--- src/rtl/sdnc_pkg.sv ---
// sdnc_pkg: shared constants, command/status structs and a population-count
// helper for the second-degree neighbour counter. No dependencies.
`default_nettype none

package sdnc_pkg;

	// default table size and field widths
	localparam int SDNC_MAX_PEOPLE = 64;
	localparam int NAME_W          = 64;
	localparam int IDX_W           = 6;
	localparam int CNT_W           = 6;
	localparam int LIMIT_W         = 7;
	localparam logic [LIMIT_W-1:0] LIMIT_RST = 7'd64;

	// request opcodes
	localparam logic OP_ADD   = 1'b0;
	localparam logic OP_QUERY = 1'b1;

	// controller to datapath commands
	typedef struct packed {
		logic load_in;
		logic name_scan;
		logic sel_b;
		logic cap_a;
		logic cap_b;
		logic alloc_a;
		logic alloc_b;
		logic adj_rd_a;
		logic adj_rd_b;
		logic adj_wr_a;
		logic adj_wr_b;
		logic rowp_ld;
		logic adj_scan;
		logic scan_clr;
		logic acc_mask;
		logic cnt_step;
		logic res_load;
		logic res_full;
	} sdnc_cmd_t;

	// datapath to controller status
	typedef struct packed {
		logic op_query;
		logic name_done;
		logic hit;
		logic adj_end;
		logic found_a;
		logic found_b;
		logic full_add;
		logic full_query;
		logic cnt_done;
		logic out_free;
	} sdnc_sts_t;

	// population count of one byte
	function automatic logic [3:0] pop8(input logic [7:0] v);
		logic [3:0] n;
		n = 4'd0;
		for (int i = 0; i < 8; i++) begin
			n = n + {3'd0, v[i]};
		end
		return n;
	endfunction

endpackage

`default_nettype wire

--- src/rtl/sdnc_ctrl.sv ---
// sdnc_ctrl: sequencing state machine for add and query requests.
// Depends on sdnc_pkg (command and status structs, opcodes).
`default_nettype none

module sdnc_ctrl
	import sdnc_pkg::*;
(
	input  wire logic      clk,
	input  wire logic      arst_n,
	input  wire logic      in_valid,
	output logic           in_stall,
	input  wire sdnc_sts_t sts,
	output sdnc_cmd_t      cmd
);

	localparam logic [3:0] S_IDLE    = 4'd0;
	localparam logic [3:0] S_SRCH_A  = 4'd1;
	localparam logic [3:0] S_SRCH_B  = 4'd2;
	localparam logic [3:0] S_CHECK   = 4'd3;
	localparam logic [3:0] S_ALLOC_A = 4'd4;
	localparam logic [3:0] S_ALLOC_B = 4'd5;
	localparam logic [3:0] S_RD_A    = 4'd6;
	localparam logic [3:0] S_WR_A    = 4'd7;
	localparam logic [3:0] S_RD_B    = 4'd8;
	localparam logic [3:0] S_WR_B    = 4'd9;
	localparam logic [3:0] S_Q_RD    = 4'd10;
	localparam logic [3:0] S_Q_LD    = 4'd11;
	localparam logic [3:0] S_Q_SCAN  = 4'd12;
	localparam logic [3:0] S_Q_MASK  = 4'd13;
	localparam logic [3:0] S_Q_CNT   = 4'd14;
	localparam logic [3:0] S_DONE    = 4'd15;

	logic [3:0] state_q, state_nxt;
	logic       full_q, full_nxt;

	assign in_stall = (state_q != S_IDLE);

	// next state and command decode
	always_comb begin
		state_nxt = state_q;
		full_nxt  = full_q;
		cmd       = '0;
		unique case (state_q)
			S_IDLE: begin
				if (in_valid) begin
					cmd.load_in = 1'b1;
					full_nxt    = 1'b0;
					state_nxt   = S_SRCH_A;
				end
			end
			S_SRCH_A: begin
				cmd.name_scan = 1'b1;
				if (sts.name_done) begin
					cmd.cap_a = 1'b1;
					if (!sts.op_query) begin
						state_nxt = S_SRCH_B;
					end else if (sts.hit) begin
						state_nxt = S_Q_RD;
					end else begin
						state_nxt = S_CHECK;
					end
				end
			end
			S_SRCH_B: begin
				cmd.name_scan = 1'b1;
				cmd.sel_b     = 1'b1;
				if (sts.name_done) begin
					cmd.cap_b = 1'b1;
					state_nxt = S_CHECK;
				end
			end
			S_CHECK: begin
				if (sts.op_query) begin
					if (sts.full_query) begin
						full_nxt  = 1'b1;
						state_nxt = S_DONE;
					end else begin
						state_nxt = S_ALLOC_A;
					end
				end else if (sts.full_add) begin
					full_nxt  = 1'b1;
					state_nxt = S_DONE;
				end else if (!sts.found_a) begin
					state_nxt = S_ALLOC_A;
				end else if (!sts.found_b) begin
					state_nxt = S_ALLOC_B;
				end else begin
					state_nxt = S_RD_A;
				end
			end
			S_ALLOC_A: begin
				cmd.alloc_a = 1'b1;
				if (sts.op_query) begin
					state_nxt = S_DONE;
				end else if (!sts.found_b) begin
					state_nxt = S_ALLOC_B;
				end else begin
					state_nxt = S_RD_A;
				end
			end
			S_ALLOC_B: begin
				cmd.alloc_b = 1'b1;
				state_nxt   = S_RD_A;
			end
			S_RD_A: begin
				cmd.adj_rd_a = 1'b1;
				state_nxt    = S_WR_A;
			end
			S_WR_A: begin
				cmd.adj_wr_a = 1'b1;
				state_nxt    = S_RD_B;
			end
			S_RD_B: begin
				cmd.adj_rd_b = 1'b1;
				state_nxt    = S_WR_B;
			end
			S_WR_B: begin
				cmd.adj_wr_b = 1'b1;
				state_nxt    = S_DONE;
			end
			S_Q_RD: begin
				cmd.adj_rd_a = 1'b1;
				state_nxt    = S_Q_LD;
			end
			S_Q_LD: begin
				cmd.rowp_ld = 1'b1;
				state_nxt   = S_Q_SCAN;
			end
			S_Q_SCAN: begin
				cmd.adj_scan = 1'b1;
				if (sts.adj_end) begin
					cmd.scan_clr = 1'b1;
					state_nxt    = S_Q_MASK;
				end
			end
			S_Q_MASK: begin
				cmd.acc_mask = 1'b1;
				state_nxt    = S_Q_CNT;
			end
			S_Q_CNT: begin
				if (sts.cnt_done) begin
					state_nxt = S_DONE;
				end else begin
					cmd.cnt_step = 1'b1;
				end
			end
			S_DONE: begin
				cmd.res_full = full_q;
				if (sts.out_free) begin
					cmd.res_load = 1'b1;
					state_nxt    = S_IDLE;
				end
			end
			default: begin
				state_nxt = S_IDLE;
			end
		endcase
	end

	// state registers
	always_ff @(posedge clk or negedge arst_n) begin
		if (!arst_n) begin
			state_q <= S_IDLE;
			full_q  <= 1'b0;
		end else begin
			state_q <= state_nxt;
			full_q  <= full_nxt;
		end
	end

endmodule

`default_nettype wire

--- config.mk ---
export PLATFORM = sky130hd
export DESIGN_NAME = sdnc_ctrl
export DESIGN_NICKNAME = d
export VERILOG_FILES = /design/src/rtl/sdnc_pkg.sv /design/src/rtl/sdnc_ctrl.sv
export SDC_FILE = /design/constraint.sdc
export NUM_CORES = 1
export LEC_CHECK = 0
export BUFFER_PORTS_ARGS = -buffer_cell sky130_fd_sc_hd__buf_4
export CAP_MARGIN = 20
export CORE_ASPECT_RATIO = 0.9
export CORE_UTILIZATION = 35
export DETAILED_ROUTE_END_ITERATION = 8
export SLEW_MARGIN = 20
export SYNTH_ARGS = -nofsm -noshare
export SYNTH_HDL_FRONTEND = slang
export SYNTH_SLANG_ARGS = --single-unit
--- constraint.sdc ---
create_clock -name clk -period 4.3 [get_ports clk]
set_input_delay 0.86 -clock clk [delete_from_list [all_inputs] [get_ports clk]]
set_output_delay 0.86 -clock clk [all_outputs]
set_load 0.02 [all_outputs]
### After elaboration in Yosys (flattened, before gate mapping)

Index checks and enable logic that the tools add are counted.

* register bits after elaboration: 5
* input bits: 13
* output and inout bits: 19
* logic and storage cells: 73

* eq/ne operators: 23
* mux-type cells: 41
* reduce and logical (&&, ||, !) cells: 7

Operator list (count)
* $pmux 4 s16: 1
* $mux 4: 12
* $eq 4x4->1 const B: 8
* $mux 1: 23
* $eq 4x3->1 const B: 4
* $ne 2x2->1 const B: 6
* $eq 4x2->1 const B: 2
* $mux 2: 4
* $ne 3x3->1 const B: 2
* $reduce_and 6->1: 1
* $eq 4x1->1 const B: 1
* $logic_not 4->1: 1
* $reduce_and 4->1: 1
* $reduce_bool 4->1: 1
* $reduce_or 2->1: 2
* $pmux 1 s2: 1
* $reduce_bool 2->1: 1

### Logic depth before layout (Yosys ltp)

Gate-level depths: netlist of the first run.

* word-level depth: 5
* depth in mapped cells: 5
* mapped depth without buffers: 4

### Least setup slack after synthesis of the first run

OpenSTA, ideal clock, no wires.

* path type: register to output
* start: register state_q[0]
* end: output cmd[4] (netlist bit)
* arrival: 1.491 ns
* setup slack: 1.949 ns
* stages on the path, launching flop included: 4
* path through: dfrtp_1 > clkbuf_1 > nor3_1 > and2_1

RTL lines
* start, declared: line sdnc_ctrl.sv:33 `logic [3:0] state_q, state_nxt;`
* start signal, assigned: line sdnc_ctrl.sv:166 `state_q <= state_nxt;`
* end, declared: line sdnc_ctrl.sv:13 `output sdnc_cmd_t cmd`

==> results of run 1 <==
power breakdown:
part	switching [mW]	internal, mW
combinational	0.186	0.159
sequential	0.0736	0.0715
clock	0.0171	0.0349
sequential cells by signal (all words and copies together) (netlist names):
name     flops
state_q      4
full_q       1
through the flow:
stage	instance area [µm²]	setup WS, ns
after floorplan	619	1.95
after global placement	846	2.01
after detailed placement	846	1.99
after CTS	872	1.73
after global routing	872	1.65
final	872	1.75
how the worst max path moves through the flow:
| stage | startpoint | endpoint | cells after the start |
|---|---|---|---|
| 2_1_floorplan | state_q[0] | cmd[4] | 3 |
| 3_3_place_gp | state_q[0] | cmd[17] | 3 |
| 3_5_place_dp | state_q[0] | cmd[17] | 3 |
| 4_1_cts | state_q[0] | cmd[17] | 3 |
| 5_1_grt | state_q[0] | cmd[17] | 3 |
| 6_report | state_q[0] | cmd[17] | 3 |
cells in the mapped netlist, types with 2 or more instances:
library cell / count
nor3_1: 6
nand2b_1: 3
a211oi_1: 2
nor2_1: 14
nor2b_1: 2
o21ai_0: 6
dfrtp_1: 5
nand3b_1: 2
clkbuf_1: 2
buf_2: 2
and2_1: 3
a21oi_1: 4
nand2_1: 5
inv_1: 4
final cells by class:
cell class | count | share of cell area [%]
inverters | 5 | 2.15
flip-flops and latches | 5 | 14.3
repair buffers | 31 | 26.7
well taps | 24 | 3.44
clock buffers | 4 | 3.01
multi-input cells | 67 | 50.4
layer usage:
layer  routed length [µm]  vias to the layer above  global-route usage, %  share of wire (%)
li1                     -                      362                      -                  -
met1                  739                      309                   26.8                 50
met2                  680                       17                   24.2                 46
met3                   66                        0                   2.61                4.4
met4                    0                        0                   7.06                  0
met5                    0                        -                      0                  0
cells by family after synthesis:
family | synth area share, %
compound gates | 27.1
buf+inv | 8.89
flops | 20.2
mux | 4.04
simple gates | 39.8
worst max-delay path, stage by stage, from the launching register on:
cell and delay (ns):
dfrtp_1 0.53, or4_4 0.64, nor2_1 0.14, buf_4 0.16
==> reports/qor.yml, run 1 <==
status: "completed"
row_count: 14
finalMaxSlewViolations: 0
syn_nets: 96
wl_um: 1490
clock.fmax_mhz: 391
ys_warn_count: 0
crit_required_ns: 3.44
die_y_um: 41.9
dp_cells: 132
layout_commonest_cell: "buf_4"
yosysTopAreaCellShare_pct: 20.2
drv_cap: 0
clockBufferDepth: 2
r2r_setup_slack_ns: 2.44
gr-usage-all-layers_pct: 17.6
drc: 0
fin_nets: 126
hold_buffers: 0
grt_pass1_wl_um: 2510
yosysUniqueCellTypes: 37
fin_crit_ns: 2.55
reg2reg_depth: 4
die_area_mm2: 0.00194
slew_headroom_pct: 68.8
end_kind: "output port"
worst-setup-path-type: "reg2out"
whs_ns: 0.414
htree_levels: 1
finalCritPeriodShare_pct: 59.4
synth-edff-count: 0
yosys.area.top_type: "dfrtp_1"
ant_nets: 0
cts_tree: "yes"
antenna_cells: 0
cts.clk_slew.worst_paths_ns: 0.04
synthesis.area_um2: 619
reg2reg_from: "state_q[2]"
drtPass1Iterations: 4
synth-seq-area-share_pct: 20.2
dr_total_vias: 688
ys.flop_type: "dfrtp_1"
grt_start_max_net_pins: 19
insertion_delay_ns: 0.23
ys_seq_elements: 5
viasPerCell: 5.06
cts_resized: 0
p_leak_nw: 0.388
setup_tns_ns: 0
hold_viol: 0
rsz0062_at_grt: "no"
nFillCells: 162
die_x_um: 46.3
fin_util_pct: 52.4
grt_overflow: 0
io_buffer_count: 31
critical_path.max_fanout: 17
regArea_um2: 125
ir_worst_vdd_uv: 327
multi_input_area_um2: 439
start_util_pct: 37.2
gp_congestion: 0.779
area_growth_pct: 40.8
layout_common_cells: "buf_4, nor2_1, nor3_1, o21ai_0"
synth_area_leaders: "dfrtp_1, nor2_1, nor3_1"
async_flop_share_pct: 100
hold_path_class: "in2async"
drive_above_1_share_pct: 35.7
setup_viol: 0
cts_setup_buffers: 0
postSynthCellCount: 83
post_drt_wl_per_cell_um: 10.9
cts_sinks: 5
first_global_vias: 559
cp.arrival_ns: 1.69
cts_root_buffer: "clkbuf_4"
syn_area_per_cell_um2: 7.46
max_slew.worst_pin.slew_ns: 0.467
ios: 32
finalNonFillerCells: 136
coreArea_mm2: 0.00166
antenna_found_initial: 0
start_kind: "flop"
drtIter0Drc: 12
powerDensity_mw_per_mm2: 621
cts_buffers: 3
finalPower_mw: 0.542
dp_hpwl_um: 1170
skew_ns: 0.00167
worstReg2RegEnd: "state_q[3]"
No activity file was read; power rests on OpenSTA's default activity.
==> run 2: changes to the inputs <==
Clock period 4.3 ns to 2.6 ns, I/O delays scaled along.
==> run 2 against run 1 <==
  * First-iteration DRC count is the same
  * Via count up 1.3%
  * Register-to-register slack got worse by 1.7 ns
  * Cell count did not move
  * Sequential cell count did not move
  * Power increased by 67%
  * Largest cell class unchanged
==> reports/qor.yml, run 2 (synthesized netlist as in run 1, its figures left out) <==
first_global_vias: 579  # +3.6%
viasPerCell: 5.13  # +1.3%
grt_pass1_wl_um: 2590  # +3.0%
die_area_mm2: 0.00194  # unchanged
ir_worst_vdd_uv: 589  # +80%
htree_levels: 1  # unchanged
cp.arrival_ns: 1.71  # +0.02 ns
finalPower_mw: 0.905  # +67%
dp_hpwl_um: 1210  # +2.7%
critPathBufInv: 1  # unchanged
hold_buffers: 0  # unchanged
dpl_cell_area_um2: 846  # unchanged
setup_tns_ns: 0  # unchanged
drv_cap: 0  # unchanged
cts_setup_buffers: 0  # unchanged
drtIter0Drc: 12  # unchanged
worst_path_max_delay_cell: "or4_4"
skew_ns: 0.00148  # -0.000196 ns
p_leak_nw: 0.388  # unchanged
reg_top3: "state_q: 4 flops, full_q: 1 flops"
r2r_setup_slack_ns: 0.74  # -1.70 ns
grt_start_max_net_pins: 19  # unchanged
cts_tree: "yes"
area_growth_pct: 40.8  # unchanged
cts_buffers: 3  # unchanged
fin_util_pct: 52.4  # unchanged
p_comb_share_pct: 63.8  # +0.2 points
slowest_delay_ns: 0.64  # about the same
layout_commonest_cell: "buf_4"
clock.fmax_mhz: 449
nFillCells: 176  # +8.6%
ant_nets: 0  # unchanged
dp_cells: 132  # unchanged
row_count: 14  # unchanged
seqPwrFrac_pct: 26.6  # -0.2 points
io_buffer_count: 31  # unchanged
finalCritPeriodShare_pct: 85.6
start_kind: "flop"
max_slew.worst_pin.slew_ns: 0.452  # -0.0153 ns
gp_congestion: 0.794  # +2.0%
clockPowerShare_pct: 9.6  # about the same
slew_headroom_pct: 69.9  # +1.0 points
crit_required_ns: 2.08  # -1.36 ns
cts_resized: 0  # unchanged
critical_path.max_fanout: 17  # unchanged
cts_sinks: 5  # unchanged
fin_crit_ns: 2.23
hold_path_class: "in2async"
cp_top_family: "simple AND/OR/NAND/NOR gates"
start_util_pct: 37.2  # unchanged
drc: 0  # unchanged
drtPass1Iterations: 4  # unchanged
layout_common_cells: "buf_4, nor2_1, nor3_1, o21ai_0"
fin_nets: 126  # unchanged
fin_area_um2: 872  # unchanged
finalMaxSlewViolations: 0  # unchanged
pre_cts_slack_ns: 0.628  # -1.36 ns
drive_above_1_share_pct: 35.7  # unchanged
setup_viol: 0  # unchanged
rsz0062_at_grt: "no"
coreArea_mm2: 0.00166  # unchanged
finalNonFillerCells: 136  # unchanged
crit_chain: "or4_4, nor2_1, buf_4"
post_drt_wl_per_cell_um: 11.6  # +6.3%
netSwitchingPower_mw: 0.467  # +69%
wl_um: 1580  # +6.3%
largest_reg_flops: 4  # unchanged
whs_ns: 0.0739  # -0.341 ns
worstReg2RegEnd: "state_q[0]"
powerDensity_mw_per_mm2: 1040  # +67%
top_register: "state_q"
cts.clk_slew.worst_paths_ns: 0.04  # about the same
die_y_um: 41.9  # unchanged
grt_overflow: 0  # unchanged
dr_total_vias: 697  # +1.3%
antenna_cells: 0  # unchanged
clockBufferDepth: 2  # unchanged
status: "completed"
ios: 32  # unchanged
end_kind: "output port"
sw_frac_of_total_pct: 51.6  # +0.46 points
worst-setup-path-type: "reg2out"
hold_viol: 0  # unchanged
fin_ws_ns: 0.375  # -1.37 ns
cts_root_buffer: "clkbuf_4"
antenna_found_initial: 0  # unchanged
insertion_delay_ns: 0.23  # about the same
reg2reg_depth: 4  # unchanged
reg2reg_from: "state_q[0]"
die_x_um: 46.3  # unchanged
gr-usage-all-layers_pct: 18.0  # +0.39 points
p_int_mw: 0.438  # +65%
## run 2: cell counts in the layout (fill, tap and decap cells not counted)
No cell type changed its count.
## run 2: worst max path at each step
stage / start / endpoint / cells after the start
6_report: state_q[0] / cmd[17] / 3
5_1_grt: state_q[0] / cmd[17] / 3
4_1_cts: state_q[0] / cmd[17] / 3
3_5_place_dp: state_q[0] / cmd[17] / 3
3_3_place_gp: state_q[0] / cmd[17] / 3
2_1_floorplan: state_q[0] / cmd[4] / 3
## run 2: metal layers
metal / GRT usage [%] / wire [µm] / vias up
met5: 0 / 0 / -
met2: 23.3 / 687 / 34
met1: 28.1 / 742 / 301
met3: 2.61 / 134 / 2
met4: 8.82 / 17 / 0
li1: - / - / 360
## run 2: layout make-up
class	instances	area (µm²)	share of cell area (%)
Inverter	5	18.8	2.15
Clock buffer	4	26.3	3.01
Multi-Input combinational cell	67	439	50.4
Tap cell	24	30.0	3.44
Sequential cell	5	125	14.3
Timing Repair Buffer	31	233	26.7
## run 2: power by group through the flow
stage	logic, mW	clock network, mW	registers, mW
3_5_place_dp	0.577	0	0.239
2_1_floorplan	0.498	0	0.157
6_report	0.578	0.0866	0.241
5_1_grt	0.628	0.0992	0.259
4_1_cts	0.580	0.0906	0.239
3_3_place_gp	0.578	0	0.237
## run 2: worst reg2reg max path, cell delays in order, from the launching register on
cell	delay, ns
dfrtp_1	0.60
nand2_1	0.32
a2111o_1	0.42
o311a_1	0.12
a211oi_1	0.29
==> run 3: changes to the inputs <==
Settings changed: CTS_BUF_LIST from default to sky130_fd_sc_hd__clkbuf_16.
==> run 3 against run 2 <==
  * Clock-buffer cell count decreased by 1
  * Fmax about the same
  * Utilization increased by 3.2 points
  * Global-route usage rose by 0.69 points
  * Cell area rose by 6.0%
  * Combinational power about the same
  * Sequential share of layout area down 0.82 points
  * Sequential cell count unchanged
  * Clock skew down 0.00092 ns
  * Cell count unchanged
  * Largest cell class unchanged
==> reports/qor.yml, run 3 (synthesized netlist as in run 1, its figures left out) <==
die_x_um: 46.3  # unchanged
first_global_vias: 589  # +1.7%
cts_buffers: 3  # unchanged
powerDensity_mw_per_mm2: 1160  # +11%
p_comb_share_pct: 54.3  # -9.5 points
cts_tree: "yes"
dp_hpwl_um: 1210  # unchanged
clockPowerShare_pct: 23.1  # +14 points
hold_path_class: "in2async"
critical_path.max_fanout: 17  # unchanged
worstReg2RegEnd: "state_q[3]"
crit_required_ns: 2.08  # about the same
antenna_cells: 0  # unchanged
grt_overflow: 0  # unchanged
gr-usage-all-layers_pct: 18.7  # +0.69 points
fin_crit_ns: 2.22  # -0.00120 ns
reg2reg_depth: 4  # unchanged
ant_nets: 0  # unchanged
post_drt_wl_per_cell_um: 12.0  # +2.8%
nFillCells: 168  # -4.5%
whs_ns: 0.0857  # +0.0118 ns
cp.arrival_ns: 1.70  # about the same
wl_um: 1630  # +2.8%
antenna_found_initial: 0  # unchanged
cts.clk_slew.worst_paths_ns: 0.03  # about the same
drtIter0Drc: 18  # +6
r2r_setup_slack_ns: 0.73  # about the same
status: "completed"
finalNonFillerCells: 136  # unchanged
finalCritPeriodShare_pct: 85.5  # about the same
setup_tns_ns: 0  # unchanged
drv_cap: 0  # unchanged
skew_ns: 0.000555  # -0.000921 ns
row_count: 14  # unchanged
dr_total_vias: 707  # +1.4%
top_register: "state_q"
start_util_pct: 37.2  # unchanged
coreArea_mm2: 0.00166  # unchanged
reg2reg_from: "state_q[0]"
ir_worst_vdd_uv: 695  # +18%
start_kind: "flop"
netSwitchingPower_mw: 0.489  # +4.7%
dp_cells: 132  # unchanged
hold_viol: 0  # unchanged
seqPwrFrac_pct: 22.5  # -4.1 points
ios: 32  # unchanged
rsz0062_at_grt: "no"
grt_start_max_net_pins: 19  # unchanged
clock.fmax_mhz: 450  # about the same
startpoint: "state_q[0]"
max_slew.worst_pin.slew_ns: 0.447  # -0.00484 ns
end_kind: "output port"
sw_frac_of_total_pct: 45.7  # -5.8 points
viasPerCell: 5.20  # +1.4%
gp_congestion: 0.794  # unchanged
p_leak_nw: 0.415  # +7.0%
fin_nets: 126  # unchanged
cts_root_buffer: "clkbuf_16"
slew_headroom_pct: 70.2  # +0.32 points
p_int_mw: 0.580  # +32%
grt_pass1_wl_um: 2640  # +1.9%
hold_buffers: 0  # unchanged
die_area_mm2: 0.00194  # unchanged
finalMaxSlewViolations: 0  # unchanged
cts_resized: 0  # unchanged
clockBufferDepth: 2  # unchanged
die_y_um: 41.9  # unchanged
layout_common_cells: "buf_4, nor2_1, nor3_1, o21ai_0"
worst-setup-path-type: "reg2out"
htree_levels: 1  # unchanged
setup_viol: 0  # unchanged
cts_sinks: 5  # unchanged
area_growth_pct: 49.3
drive_above_1_share_pct: 35.7  # unchanged
insertion_delay_ns: 0.23  # about the same
drc: 0  # unchanged
drtPass1Iterations: 4  # unchanged
largest_reg_flops: 4  # unchanged
io_buffer_count: 31  # unchanged
cts_setup_buffers: 0  # unchanged
layout_commonest_cell: "buf_4"
reg_top3: "state_q: 4 flops, full_q: 1 flops"
[run 3: worst max path at each step]
stage | slack (ns) | to
2_1_floorplan | 0.59 | cmd[4]
3_3_place_gp | 0.64 | cmd[17]
3_5_place_dp | 0.63 | cmd[17]
4_1_cts | 0.37 | cmd[17]
5_1_grt | 0.27 | cmd[17]
6_report | 0.38 | cmd[17]
[run 3: worst max-delay path, cell delays in order (launching register included)]
cell     delay [ns]
dfrtp_1        0.53
or4_4          0.64
nor2_1         0.15
buf_4          0.16
[run 3: area by class of cell]
| type | count | area [µm²] | share of cell area [%] |
|---|---|---|---|
| clock inverters | 1 | 3.75 | 0.406 |
| flip-flops and latches | 5 | 125 | 13.5 |
| well taps | 24 | 30.0 | 3.25 |
| clock buffers | 3 | 75.1 | 8.12 |
| repair buffers | 31 | 233 | 25.2 |
| inverters | 5 | 18.8 | 2.03 |
| multi-input cells | 67 | 439 | 47.5 |
[run 3: power groups by stage]
stage / logic, mW / registers [mW] / clock network, mW
finish: 0.581 / 0.241 / 0.247
global route: 0.628 / 0.259 / 0.257
CTS: 0.583 / 0.240 / 0.253
detailed placement: 0.577 / 0.239 / 0
global placement: 0.578 / 0.237 / 0
floorplan: 0.498 / 0.157 / 0
[run 3: per-stage QoR]
stage / cell area, µm² / power (mW) / util, % / worst slack [ns]
CTS: 925 / 1.08 / 55.6 / 0.372
global placement: 846 / 0.815 / 50.8 / 0.640
global route: 925 / 1.14 / 55.6 / 0.272
finish: 925 / 1.07 / 55.6 / 0.376
detailed placement: 846 / 0.817 / 50.8 / 0.628
floorplan: 619 / 0.655 / - / 0.589
[run 3: layer usage]
layer | wire (µm) | global-route usage (%) | share of wire, % | vias to the layer above
met5 | 0 | 0 | 0 | -
met4 | 32 | 10.6 | 2.0 | 0
met3 | 107 | 3.91 | 6.6 | 4
met2 | 699 | 23.6 | 43 | 33
met1 | 786 | 28.3 | 48 | 310
li1 | - | - | - | 360
